--- src/hw/rtl/rcwb_pkg.sv ---
package rcwb_pkg;

    // fixed field widths
    localparam int POS_W      = 8;
    localparam int PIX_W      = 8;
    localparam int COEF_W     = 16;
    localparam int TAP_IDX_W  = 6;
    localparam int ACTION_W   = 2;
    localparam int CFG_IDX_W  = 2;
    localparam int CFG_DATA_W = 9;
    localparam int KSIZE_W    = 3;
    localparam int RGB_W      = 3 * PIX_W;

    localparam int PIX_MAX = 255;

    // action codes
    localparam logic [ACTION_W-1:0] ACT_WRITE_COEF  = 2'd0;
    localparam logic [ACTION_W-1:0] ACT_WRITE_PIXEL = 2'd1;
    localparam logic [ACTION_W-1:0] ACT_READ        = 2'd2;

    // configuration register indexes
    localparam logic [CFG_IDX_W-1:0] REG_IMAGE_WIDTH  = 2'd0;
    localparam logic [CFG_IDX_W-1:0] REG_IMAGE_HEIGHT = 2'd1;
    localparam logic [CFG_IDX_W-1:0] REG_KERNEL_SIZE  = 2'd2;

    // reset values of the configuration registers
    localparam logic [CFG_DATA_W-1:0] IMAGE_WIDTH_RST  = 9'd256;
    localparam logic [CFG_DATA_W-1:0] IMAGE_HEIGHT_RST = 9'd256;
    localparam logic [KSIZE_W-1:0]    KERNEL_SIZE_RST  = 3'd3;

    // controller to datapath commands
    typedef struct packed {
        logic wr_coef;
        logic wr_pixel;
        logic capture;
        logic mod_step;
        logic back_step;
        logic issue;
        logic row_end;
        logic finish;
    } rcwb_cmd_t;

endpackage

--- src/hw/rtl/rcwb_ctrl.sv ---
module rcwb_ctrl #(
    parameter int MAX_WIDTH  = 256,
    parameter int MAX_HEIGHT = 256,
    parameter int MAX_KERNEL = 7
) (
    input  logic                            clk,
    input  logic                            rst_n,
    input  logic                            start,
    input  logic [rcwb_pkg::ACTION_W-1:0]   action,
    input  logic [rcwb_pkg::POS_W-1:0]      pos_x,
    input  logic [rcwb_pkg::POS_W-1:0]      pos_y,
    input  logic [rcwb_pkg::TAP_IDX_W-1:0]  tap_index,
    input  logic [$clog2(MAX_KERNEL+1)-1:0] radius,
    output rcwb_pkg::rcwb_cmd_t             cmd,
    output logic                            busy
);
    import rcwb_pkg::*;

    localparam int KW   = $clog2(MAX_KERNEL + 1);
    localparam int CW   = (KW > 3) ? KW : 3;
    localparam int TAPS = MAX_KERNEL * MAX_KERNEL;

    localparam logic [2:0] ST_IDLE  = 3'd0;
    localparam logic [2:0] ST_MOD   = 3'd1;
    localparam logic [2:0] ST_BACK  = 3'd2;
    localparam logic [2:0] ST_WALK  = 3'd3;
    localparam logic [2:0] ST_DRAIN = 3'd4;
    localparam logic [2:0] ST_DONE  = 3'd5;

    logic [2:0]    state_reg, state_next;
    logic [CW-1:0] cnt_reg, cnt_next;
    logic [KW-1:0] col_reg, col_next;
    logic [KW-1:0] row_reg, row_next;
    logic [KW-1:0] side;
    logic          idle_take;
    logic          row_last;
    logic          col_last;

    assign side      = KW'({radius, 1'b1});
    assign idle_take = (state_reg == ST_IDLE) && start;
    assign col_last  = (col_reg == side - KW'(1));
    assign row_last  = (row_reg == side - KW'(1));

    always_comb
    begin
        cmd          = '0;
        state_next   = state_reg;
        cnt_next     = cnt_reg;
        col_next     = col_reg;
        row_next     = row_reg;

        cmd.wr_coef  = idle_take && (action == ACT_WRITE_COEF) &&
                       ({26'd0, tap_index} < TAPS);
        cmd.wr_pixel = idle_take && (action == ACT_WRITE_PIXEL) &&
                       ({24'd0, pos_x} < MAX_WIDTH) && ({24'd0, pos_y} < MAX_HEIGHT);

        case (state_reg)
            ST_IDLE:
            begin
                if (idle_take && (action == ACT_READ))
                begin
                    cmd.capture = 1'b1;
                    cnt_next    = '0;
                    state_next  = ST_MOD;
                end
            end
            ST_MOD:
            begin
                cmd.mod_step = 1'b1;
                cnt_next     = cnt_reg + CW'(1);
                if (cnt_reg == CW'(POS_W - 1))
                begin
                    cnt_next = '0;
                    col_next = '0;
                    row_next = '0;
                    if (radius == '0)
                    begin
                        state_next = ST_WALK;
                    end
                    else
                    begin
                        state_next = ST_BACK;
                    end
                end
            end
            ST_BACK:
            begin
                cmd.back_step = 1'b1;
                cnt_next      = cnt_reg + CW'(1);
                if (cnt_reg == CW'(radius) - CW'(1))
                begin
                    cnt_next   = '0;
                    state_next = ST_WALK;
                end
            end
            ST_WALK:
            begin
                cmd.issue   = 1'b1;
                cmd.row_end = col_last;
                if (col_last)
                begin
                    col_next = '0;
                    row_next = row_reg + KW'(1);
                    if (row_last)
                    begin
                        cnt_next   = '0;
                        state_next = ST_DRAIN;
                    end
                end
                else
                begin
                    col_next = col_reg + KW'(1);
                end
            end
            ST_DRAIN:
            begin
                cnt_next = cnt_reg + CW'(1);
                if (cnt_reg == CW'(1))
                begin
                    state_next = ST_DONE;
                end
            end
            ST_DONE:
            begin
                cmd.finish = 1'b1;
                state_next = ST_IDLE;
            end
            default:
            begin
                state_next = ST_IDLE;
            end
        endcase
    end

    always_ff @(posedge clk or negedge rst_n)
    begin
        if (!rst_n)
        begin
            state_reg <= ST_IDLE;
            cnt_reg   <= '0;
            col_reg   <= '0;
            row_reg   <= '0;
        end
        else
        begin
            state_reg <= state_next;
            cnt_reg   <= cnt_next;
            col_reg   <= col_next;
            row_reg   <= row_next;
        end
    end

    assign busy = (state_reg != ST_IDLE);
endmodule

--- config.mk ---
export PLATFORM = sky130hd
export DESIGN_NAME = rcwb_ctrl
export DESIGN_NICKNAME = d
export VERILOG_FILES = /design/src/hw/rtl/rcwb_pkg.sv /design/src/hw/rtl/rcwb_ctrl.sv
export SDC_FILE = /design/constraint.sdc
export NUM_CORES = 1
export LEC_CHECK = 0
export BUFFER_PORTS_ARGS = -buffer_cell sky130_fd_sc_hd__buf_2
export CORE_UTILIZATION = 42
export DETAILED_ROUTE_END_ITERATION = 7
export PLACE_DENSITY_LB_ADDON = 0.2
export SYNTH_ARGS = -nofsm -noshare
export SYNTH_HDL_FRONTEND = slang
export SYNTH_SLANG_ARGS = --single-unit
--- constraint.sdc ---
create_clock -name clk -period 1.8 [get_ports clk]
set_input_delay 0.27 -clock clk [delete_from_list [all_inputs] [get_ports clk]]
set_output_delay 0.27 -clock clk [all_outputs]
set_load 0.01 [all_outputs]
### After elaboration in Yosys (flattened, before gate mapping)

Cells that the tools add are included.

* equality and inequality tests: 18
* add/sub/neg operators: 5
* magnitude comparators: 1
* reductions and logical operators: 15
* muxes and demuxes: 25

Operators with widths (count)
* $mux W3: 14
* $pmux W3 S5: 2
* $pmux W3 S2: 2
* $ne A2 B2 Y1 const B: 5
* $add A3 B1 Y3 const B: 3
* $eq A3 B3 Y1: 3
* $eq A3 B3 Y1 const B: 3
* $eq A3 B1 Y1 const B: 2
* $eq A3 B2 Y1 const B: 2
* $logic_not A3 Y1: 2
* $lt A6 B6 Y1 const B: 1
* $mux W1: 6
* $reduce_and A6 Y1: 1
* $sub A3 B1 Y3 const B: 2
* $logic_and A1 B1 Y1: 5
* $reduce_bool A5 Y1: 1
* $reduce_and A4 Y1: 1
* $reduce_and A3 Y1: 1
* $reduce_bool A3 Y1: 1
* $eq A2 B1 Y1 const B: 1
* $eq A2 B2 Y1 const B: 1
* $logic_not A2 Y1: 1
* $mux W2: 1
* $ne A2 B1 Y1 const B: 1
* 2 further kinds: 2

* bits of input ports: 30
* output and inout bits: 9
* flip-flop bits (word level): 12

### Longest topological paths before layout

Gate-level depths: netlist (run 1).

* depth in word-level cells: 5
* depth in mapped cells: 7

### Least setup slack after synthesis (run 1)

Ideal clock, no wire load.

* path kind: register to output
* start: register state_reg[1]
* end: output port cmd[7] (netlist bit)
* required time: 1.530 ns
* buffers on the path: 0
* stages on the path, launching flop included: 4
* path slack: 0.000 ns
* arrival: 1.530 ns
* path through: dfrtp_1 > or3_4 > or4b_1 > a31oi_1

RTL lines
* from (decl): line rcwb_ctrl.sv:30 `logic [2:0] state_reg, state_next;`
* from (signal assigned): line rcwb_ctrl.sv:146 `state_reg <= state_next;`
* to (decl): line rcwb_ctrl.sv:14 `output rcwb_pkg::rcwb_cmd_t cmd,`

==> results_dict.tcl, run 1 <==
set metrics [dict create \
    status "finished, violations left" \
    violations "setup timing" \
    grt_max_degree 15 \
    hp-class "in -> async" \
    numCtsBuffers 3 \
    synth_common_cells "dfrtp_1 (12), inv_1 (9), o21ai_0 (9)" \
    place_ws_ps -18.4 \
    cts_max_level 1 \
    io_buffers 22 \
    seq_area_frac_synth_pct 32.5 \
    total_power_mw 1.94 \
    cts_tree "yes" \
    start_kind "register" \
    worstSkewPairLatency_ps 280 \
    async_flop_share_pct 100 \
    via_count 916 \
    area_delta_synth_final_pct 36.2 \
    synth_top_area_share_pct 32.5 \
    yosysTopAreaCell "dfrtp_1" \
    rows 16 \
    antenna_found_initial 0 \
    min_period_ps 2100 \
    place_hpwl_um 1710 \
    setup_viol 2 \
    worst_slack_ps -300 \
    drt-vias-per-instance 5.42 \
    ys.warnings.count 0 \
    drt_iter0_markers 33 \
    synth_most_common_cell "dfrtp_1" \
    end_kind "output pin" \
    globalRoute.totalOverflow 0 \
    cts.sinks 12 \
    routabilityCongestion 0.817 \
    io_pins 39 \
    critPathKind "reg -> out" \
    finalNetCount 180 \
    worst-slew-pin-transition_ps 424 \
    drive_above_1_share_pct 34.5 \
    synth_area_leaders "dfrtp_1 (33%), ha_1 (9.5%), xor2_1 (6.6%)" \
    dieArea_um2 2390 \
    dp.cells 162 \
    syn_inst 106 \
    start_util_pct 45.7 \
    core_area_um2 2020 \
    max_freq_mhz 476 \
    power_density_nw_per_um2 1540 \
    rr_worst_depth 6 \
    worstPathArrival_ps 1830 \
    power.leakage_nw 0.610 \
    drtAntennaViolNets 0 \
    fin_cells 169 \
    fin_skew_ps 2.88 \
    synth_edf_count 0 \
    synthFlopType "dfrtp_1" \
    die_w_um 48.9 \
    n_antenna_cell 0 \
    drc 0 \
    fill_cells 185 \
    routed_wl_um 2420 \
    final_max_slew_viol_count 0 \
    grt_pass1_wl_um 4240 \
    postSynthAreaPerCell_um2 8.71 \
    wl_per_cell_um 14.3 \
    peakVddDrop_mv 0.884 \
    rsz0062_at_grt "yes" \
    synth_nets 143 \
    period_share_pct 117 \
    die_height_um 48.9 \
    cap_violations 0 \
    hold-worst-slack_ps 411 \
    first_pass_iters 4 \
    yosys_register_bits 12 \
    synth_cell_types 38 \
    critical_path.max_fanout 2 \
    clk_pin_slew_ps 90 \
    clock_path_buffers 2 \
    cp.required_ps 1530 \
    netlist_area_um2 923 \
    first_global_vias 899 \
    clockRootBuffer "clkbuf_4" \
    maxSlewHeadroom_pct 71.3 \
    hold_viol_final 0 \
    grt_usage_pct 23.3 \
]
[logic make-up (layout without fill, tap and decap cells)]
kind of cell	count (synthesis)	count (layout)	synth area share, %
xor gates and xnor gates	7	7	6.64
AOI/OAI and AO/OA	26	26	18.8
and+or+nand+nor	38	38	23.7
adders and majority gates	7	7	9.48
buffers and inverters	13	49	5.56
DFF	12	12	32.5
muxes	3	3	3.25
[report_power, final]
| part | internal [mW] | total [mW] | switching (mW) | leakage [nW] |
|---|---|---|---|---|
| combinational | 0.553 | 1.19 | 0.638 | 0.446 |
| sequential | 0.400 | 0.523 | 0.124 | 0.144 |
| clock | 0.123 | 0.226 | 0.103 | 0.0210 |
| total | 1.08 | 1.94 | 0.865 | 0.610 |
[metal layers]
layer / global-route usage, % / vias up / wire length [µm]
met5: 0 / - / 0
met4: 11.8 / 0 / 27
met3: 4.05 / 4 / 86
met2: 33.3 / 26 / 1200
met1: 33.5 / 428 / 1110
li1: - / 458 / -
[cell usage in the layout (no fill, tap or decap), types with 3 or more instances in the layout]
master    instances
nor2_1            5
inv_1             9
buf_2            20
buf_4            12
xor2_1            6
nor3_1            3
buf_6             3
dfrtp_1          12
o21ai_0           9
nand2_1           8
nand2b_1          3
ha_1              7
clkbuf_4          3
mux2i_1           3
[area by class of cell]
| cell class | count | area [µm²] | share of cell area (%) |
|---|---|---|---|
| flip-flops and latches | 12 | 300 | 23.9 |
| clock buffers | 4 | 36.3 | 2.89 |
| well taps | 27 | 33.8 | 2.69 |
| repair buffers | 36 | 234 | 18.6 |
| inverters | 9 | 33.8 | 2.69 |
| multi-input cells | 81 | 619 | 49.3 |
[path summary, 6_finish.rpt]
kind	to	startpoint	slack, ps
worst max-delay path	cmd[7]	state_reg[1]$_DFFE_PN0P_	-300
worst min-delay path	row_reg[2]$_DFFE_PN0P_	rst_n	410
worst max register to register	cnt_reg[1]$_DFFE_PN0P_	cnt_reg[0]$_DFFE_PN0P_	110
worst min register to register	col_reg[1]$_DFFE_PN0P_	col_reg[1]$_DFFE_PN0P_	560
max in group asynchronous	cnt_reg[1]$_DFFE_PN0P_	rst_n	1150
min in group clk	col_reg[1]$_DFFE_PN0P_	col_reg[1]$_DFFE_PN0P_	560
[worst max-delay path, stage by stage (launching register included)]
cell     delay (ps)
dfrtp_1         390
or3_4           390
or4b_4          500
a31oi_4         160
buf_6           120
[through the flow]
stage	util, %	area, µm²	TNS [ps]
after CTS	60.1	1210	-519
final	62.2	1260	-465
after global placement	56.3	1140	-5.18
after detailed placement	56.3	1140	-18.7
after floorplan	-	930	0
after global routing	62.2	1260	-707
[repair_timing]
| item | in CTS | in global routing |
|---|---|---|
| setup endpoints to repair | 3 | 7 |
| pin swaps | 2 | 4 |
| gates resized for setup | 4 | 9 |
| hold buffers | 1 | 0 |
| setup buffers | 2 | 0 |
| hold endpoints to repair | 12 | 0 |
Power figures use the tool's default switching activity.
==> run 2, diff against run 1 <==
==> constraint.sdc (replaced) <==
create_clock -name clk -period 1.8 [get_ports clk]
set_input_delay 0 -clock clk [delete_from_list [all_inputs] [get_ports clk]]
set_output_delay 0 -clock clk [all_outputs]
set_load 0.01 [all_outputs]
==> results_dict.tcl, run 2 (synthesis results as in run 1) <==
set metrics [dict create \
    min_period_ps 1840 \
    dieArea_um2 2390 \
    switching_share_pct 45.2 \
    mostFrequentLayoutCells "buf_2 (22), dfrtp_1 (11), inv_1 (9), o21ai_0 (9)" \
    worstSkewPairLatency_ps 270 \
    r2r_slack_ps 100 \
    n_antenna_cell 0 \
    via_count 881 \
    start_util_pct 45.7 \
    max_freq_mhz 543 \
    globalRoute.totalOverflow 0 \
    area_delta_synth_final_pct 24.8 \
    hold_viol_final 0 \
    drtAntennaViolNets 0 \
    grt_pass1_wl_um 3710 \
    grt_use_met3_pct 5.92 \
    place_ws_ps 97.8 \
    worst_slack_ps -41.1 \
    clock_path_buffers 2 \
    hp-class "in -> async" \
    final_max_slew_viol_count 0 \
    finalNetCount 175 \
    path_delay_family "simple AND/OR/NAND/NOR gates" \
    start_kind "register" \
    cts.sinks 12 \
    finish.utilization_pct 57.0 \
    cap_violations 0 \
    end_kind "output pin" \
    fin_setup_tns_ps -41.1 \
    grt_usage_pct 20.4 \
    cp.required_ps 1800 \
    pwr-share-seq_pct 29.3 \
    rows 16 \
    routed_wl_um 2130 \
    cellInternalPower_uw 969 \
    grt_max_degree 15 \
    max_stage_delay_ps 490 \
    busiest_layer "met2" \
    die_height_um 48.9 \
    core_area_um2 2020 \
    p_comb_share_pct 61.4 \
    first_pass_iters 4 \
    die_w_um 48.9 \
    place_hpwl_um 1610 \
    final_common_cell "buf_2" \
    io_buffers 22 \
    peakVddDrop_mv 0.805 \
    p_sw_uw 800 \
    status "finished, violations left" \
    use_met1_pct 28.4 \
    cts_max_level 1 \
    rsz0062_at_grt "yes" \
    clk_pin_slew_ps 70 \
    setup_viol 1 \
    fin_skew_ps 1.51 \
    drive_above_1_share_pct 27.9 \
    drt_iter0_markers 23 \
    period_share_pct 102 \
    cts_tree "yes" \
    violations "setup timing" \
    dp.cells 158 \
    power_density_nw_per_um2 1540 \
    drt-vias-per-instance 5.40 \
    critPathKind "reg -> out" \
    maxSlewHeadroom_pct 67.9 \
    p_clk_share_pct 9.2 \
    numCtsBuffers 3 \
    drc 0 \
    clockRootBuffer "clkbuf_4" \
    hold-worst-slack_ps 137 \
    io_pins 39 \
    antenna_found_initial 0 \
    worstPathArrival_ps 1840 \
    power.leakage_nw 0.571 \
    critical_path.max_fanout 5 \
    cp_num_buf_inv 1 \
    slowest_stage "or4b_1" \
    fin_cells 163 \
    grt_use_met2_pct 31.3 \
    cp_cell_sequence "or3_4, or4b_1, a31oi_1, buf_2" \
    routabilityCongestion 0.851 \
    worst-slew-pin-transition_ps 479 \
    wl_per_cell_um 13.1 \
    first_global_vias 806 \
]
run 2: cell count changes in the layout (fill, tap and decap cells not counted), moves of 2 or more:
| cell | delta |
|---|---|
| buf_6 | -3 |
| buf_4 | -4 |
| nor2_1 | +2 |
| buf_2 | +2 |
run 2: per-layer routing:
metal	part of all wire, %	vias to the layer above
met4	0.66	0
met3	4.1	2
met1	51	411
met2	44	18
li1	-	450
met5	0	-
run 2: layout make-up:
type / count / area (µm²)
timing repair buffer: 31 / 180
multi-input combinational: 81 / 581
fill: 190 / 870
sequential: 12 / 302
inverter: 9 / 33.8
clock buffer: 3 / 22.5
tap: 27 / 33.8
run 2: power groups by stage:
stage               Combinational, mW  Clock [mW]  Sequential (mW)
finish                           1.09       0.163            0.519
detailed placement               1.06           0            0.526
floorplan                       0.718           0            0.523
global route                     1.23       0.194            0.540
CTS                              1.07       0.177            0.519
global placement                 1.02           0            0.515
run 2: what timing repair did:
action,4_1_cts,5_1_grt
hold buffers,1,0
buffers inserted,1,0
resized for setup,1,2
endpoints found under the hold margin,12,0
setup endpoints to repair,1,3
run 2: metrics by stage:
stage	power, mW	area (µm²)
after floorplan	1.24	923
after global placement	1.54	1100
after detailed placement	1.59	1100
after CTS	1.77	1140
after global routing	1.96	1150
final	1.77	1150
run 2: final timing paths:
| check | cells past startpoint | startpoint | endpoint |
|---|---|---|---|
| setup / recovery | 4 | state_reg[2]$_DFFE_PN0P_ | cmd[7] |
| hold / removal | 2 | rst_n | state_reg[1]$_DFFE_PN0P_ |
| setup reg to reg | 6 | cnt_reg[0]$_DFFE_PN0P_ | cnt_reg[1]$_DFFE_PN0P_ |
| hold reg to reg | 1 | col_reg[1]$_DFFE_PN0P_ | col_reg[1]$_DFFE_PN0P_ |
| max in group asynchronous | 2 | rst_n | state_reg[2]$_DFFE_PN0P_ |
| min in group clk | 3 | tap_index[4] | cmd[7] |
==> run 3, diff against run 2 <==
--- a/config.mk
+++ b/config.mk
@@ -9,6 +9,7 @@
 export CORE_UTILIZATION = 42
 export DETAILED_ROUTE_END_ITERATION = 7
 export PLACE_DENSITY_LB_ADDON = 0.2
+export RECOVER_POWER = 25
 export SYNTH_ARGS = -nofsm -noshare
 export SYNTH_HDL_FRONTEND = slang
 export SYNTH_SLANG_ARGS = --single-unit
==> results_dict.tcl, run 3 (synthesis results as in run 1) <==
set metrics [dict create \
    worstPathArrival_ps 1840 \
    clock_path_buffers 2 \
    io_pins 39 \
    pwr-share-seq_pct 29.3 \
    power_density_nw_per_um2 1540 \
    peakVddDrop_mv 0.805 \
    fill_cells 191 \
    rsz0062_at_grt "yes" \
    final_max_slew_viol_count 0 \
    die_height_um 48.9 \
    status "finished, violations left" \
    worst_slack_ps -41.1 \
    start_kind "register" \
    worstSkewPairLatency_ps 270 \
    critPathKind "reg -> out" \
    period_share_pct 102 \
    crit_cells 4 \
    cts_max_level 1 \
    mostFrequentLayoutCells "buf_2 (21), dfrtp_1 (11), inv_1 (9), o21ai_0 (9)" \
    drc 0 \
    path_delay_family "simple AND/OR/NAND/NOR gates" \
    grt_usage_pct 20.4 \
    drt_iter0_markers 23 \
    start_util_pct 45.7 \
    place_hpwl_um 1610 \
    drive_above_1_share_pct 27.2 \
    globalRoute.totalOverflow 0 \
    cp.required_ps 1800 \
    drtAntennaViolNets 0 \
    cts.sinks 12 \
    place_ws_ps 97.8 \
    drt-vias-per-instance 5.40 \
    total_power_mw 1.77 \
    wl_per_cell_um 13.1 \
    finish.utilization_pct 56.9 \
    routabilityCongestion 0.851 \
    routed_wl_um 2130 \
    power.leakage_nw 0.569 \
    final_common_cell "buf_2" \
    p_comb_share_pct 61.4 \
    rows 16 \
    violations "setup timing" \
    p_sw_uw 800 \
    slowest_stage "or4b_1" \
    via_count 881 \
    setup_viol 1 \
    finalNetCount 175 \
    first_pass_iters 4 \
    cp_cell_sequence "or3_4, or4b_1, a31oi_1, buf_2" \
    dieArea_um2 2390 \
    first_global_vias 806 \
    fin_setup_tns_ps -41.1 \
    critical_path.max_fanout 5 \
    numCtsBuffers 3 \
    end_kind "output pin" \
    cellInternalPower_uw 968 \
    p_clk_share_pct 9.2 \
    maxSlewHeadroom_pct 53.0 \
    hold_viol_final 0 \
    core_area_um2 2020 \
    min_period_ps 1840 \
    max_freq_mhz 543 \
    io_buffers 22 \
    grt_max_degree 15 \
    ff_latch_area_um2 302 \
    switching_share_pct 45.2 \
    rr_worst_depth 6 \
    multi_input_area_um2 581 \
    die_w_um 48.9 \
    grt_pass1_wl_um 3710 \
    max_stage_delay_ps 490 \
    fin_skew_ps 1.51 \
    antenna_found_initial 0 \
    cp_num_buf_inv 1 \
    cap_violations 0 \
    worst-slew-pin-transition_ps 705 \
    clk_pin_slew_ps 70 \
    n_antenna_cell 0 \
    hp-class "in -> out" \
    whs_path_depth 3 \
    cts_tree "yes" \
    clockRootBuffer "clkbuf_4" \
    area_delta_synth_final_pct 24.7 \
]
## run 3: cell types whose count changed in the layout (fill, tap and decap cells not counted), sizes merged
cell    change
buf         -1
clkbuf      +1
## run 3: through the flow
stage               hold slack, ps  cell area, µm²  std cells
floorplan                     -296             923        106
global placement             -97.4            1100        158
detailed placement           -98.6            1100        158
CTS                            134            1140        163
global route                   283            1150        163
finish                         255            1150        163
## run 3: final timing paths
kind | startpoint | endpoint | slack, ps
worst min register to register | col_reg[1]$_DFFE_PN0P_ | col_reg[1]$_DFFE_PN0P_ | 550
worst max register to register | cnt_reg[0]$_DFFE_PN0P_ | cnt_reg[1]$_DFFE_PN0P_ | 100
worst max-delay path | state_reg[2]$_DFFE_PN0P_ | cmd[7] | -40
min in group asynchronous | rst_n | state_reg[1]$_DFFE_PN0P_ | 280
worst min-delay path | tap_index[4] | cmd[7] | 250
max in group asynchronous | rst_n | state_reg[2]$_DFFE_PN0P_ | 1030
## run 3: metal layers
metal	routed length, µm	vias to the layer above	global-route usage [%]
met2	942	18	31.3
met5	0	-	0
met1	1090	411	28.4
met3	88	2	5.92
li1	-	450	-
met4	14	0	4.41
## run 3: repair_timing
action | CTS | global route
hold endpoints to repair | 12 | 0
gates resized for setup | 1 | 2
setup endpoints to repair | 1 | 3
hold buffers | 1 | 0
buffers inserted | 1 | 0
## run 3: area by class of cell
class / instances / share of cell area, %
Inverter: 9 / 2.93
Clock buffer: 3 / 1.96
Tap cell: 27 / 2.93
Timing Repair Buffer: 31 / 15.5
Sequential cell: 12 / 26.2
Multi-Input combinational cell: 81 / 50.4
## run 3: power by group through the flow
| stage | registers (mW) | clock network, mW | logic [mW] |
|---|---|---|---|
| 5_1_grt | 0.539 | 0.194 | 1.23 |
| 4_1_cts | 0.519 | 0.177 | 1.07 |
| 6_report | 0.519 | 0.163 | 1.09 |
| 3_5_place_dp | 0.526 | 0 | 1.06 |
| 2_1_floorplan | 0.523 | 0 | 0.718 |
| 3_3_place_gp | 0.515 | 0 | 1.02 |
## run 3: worst min-delay path, cell delays in order
cell and delay [ps]:
buf_2 70, a31oi_1 50, buf_2 130
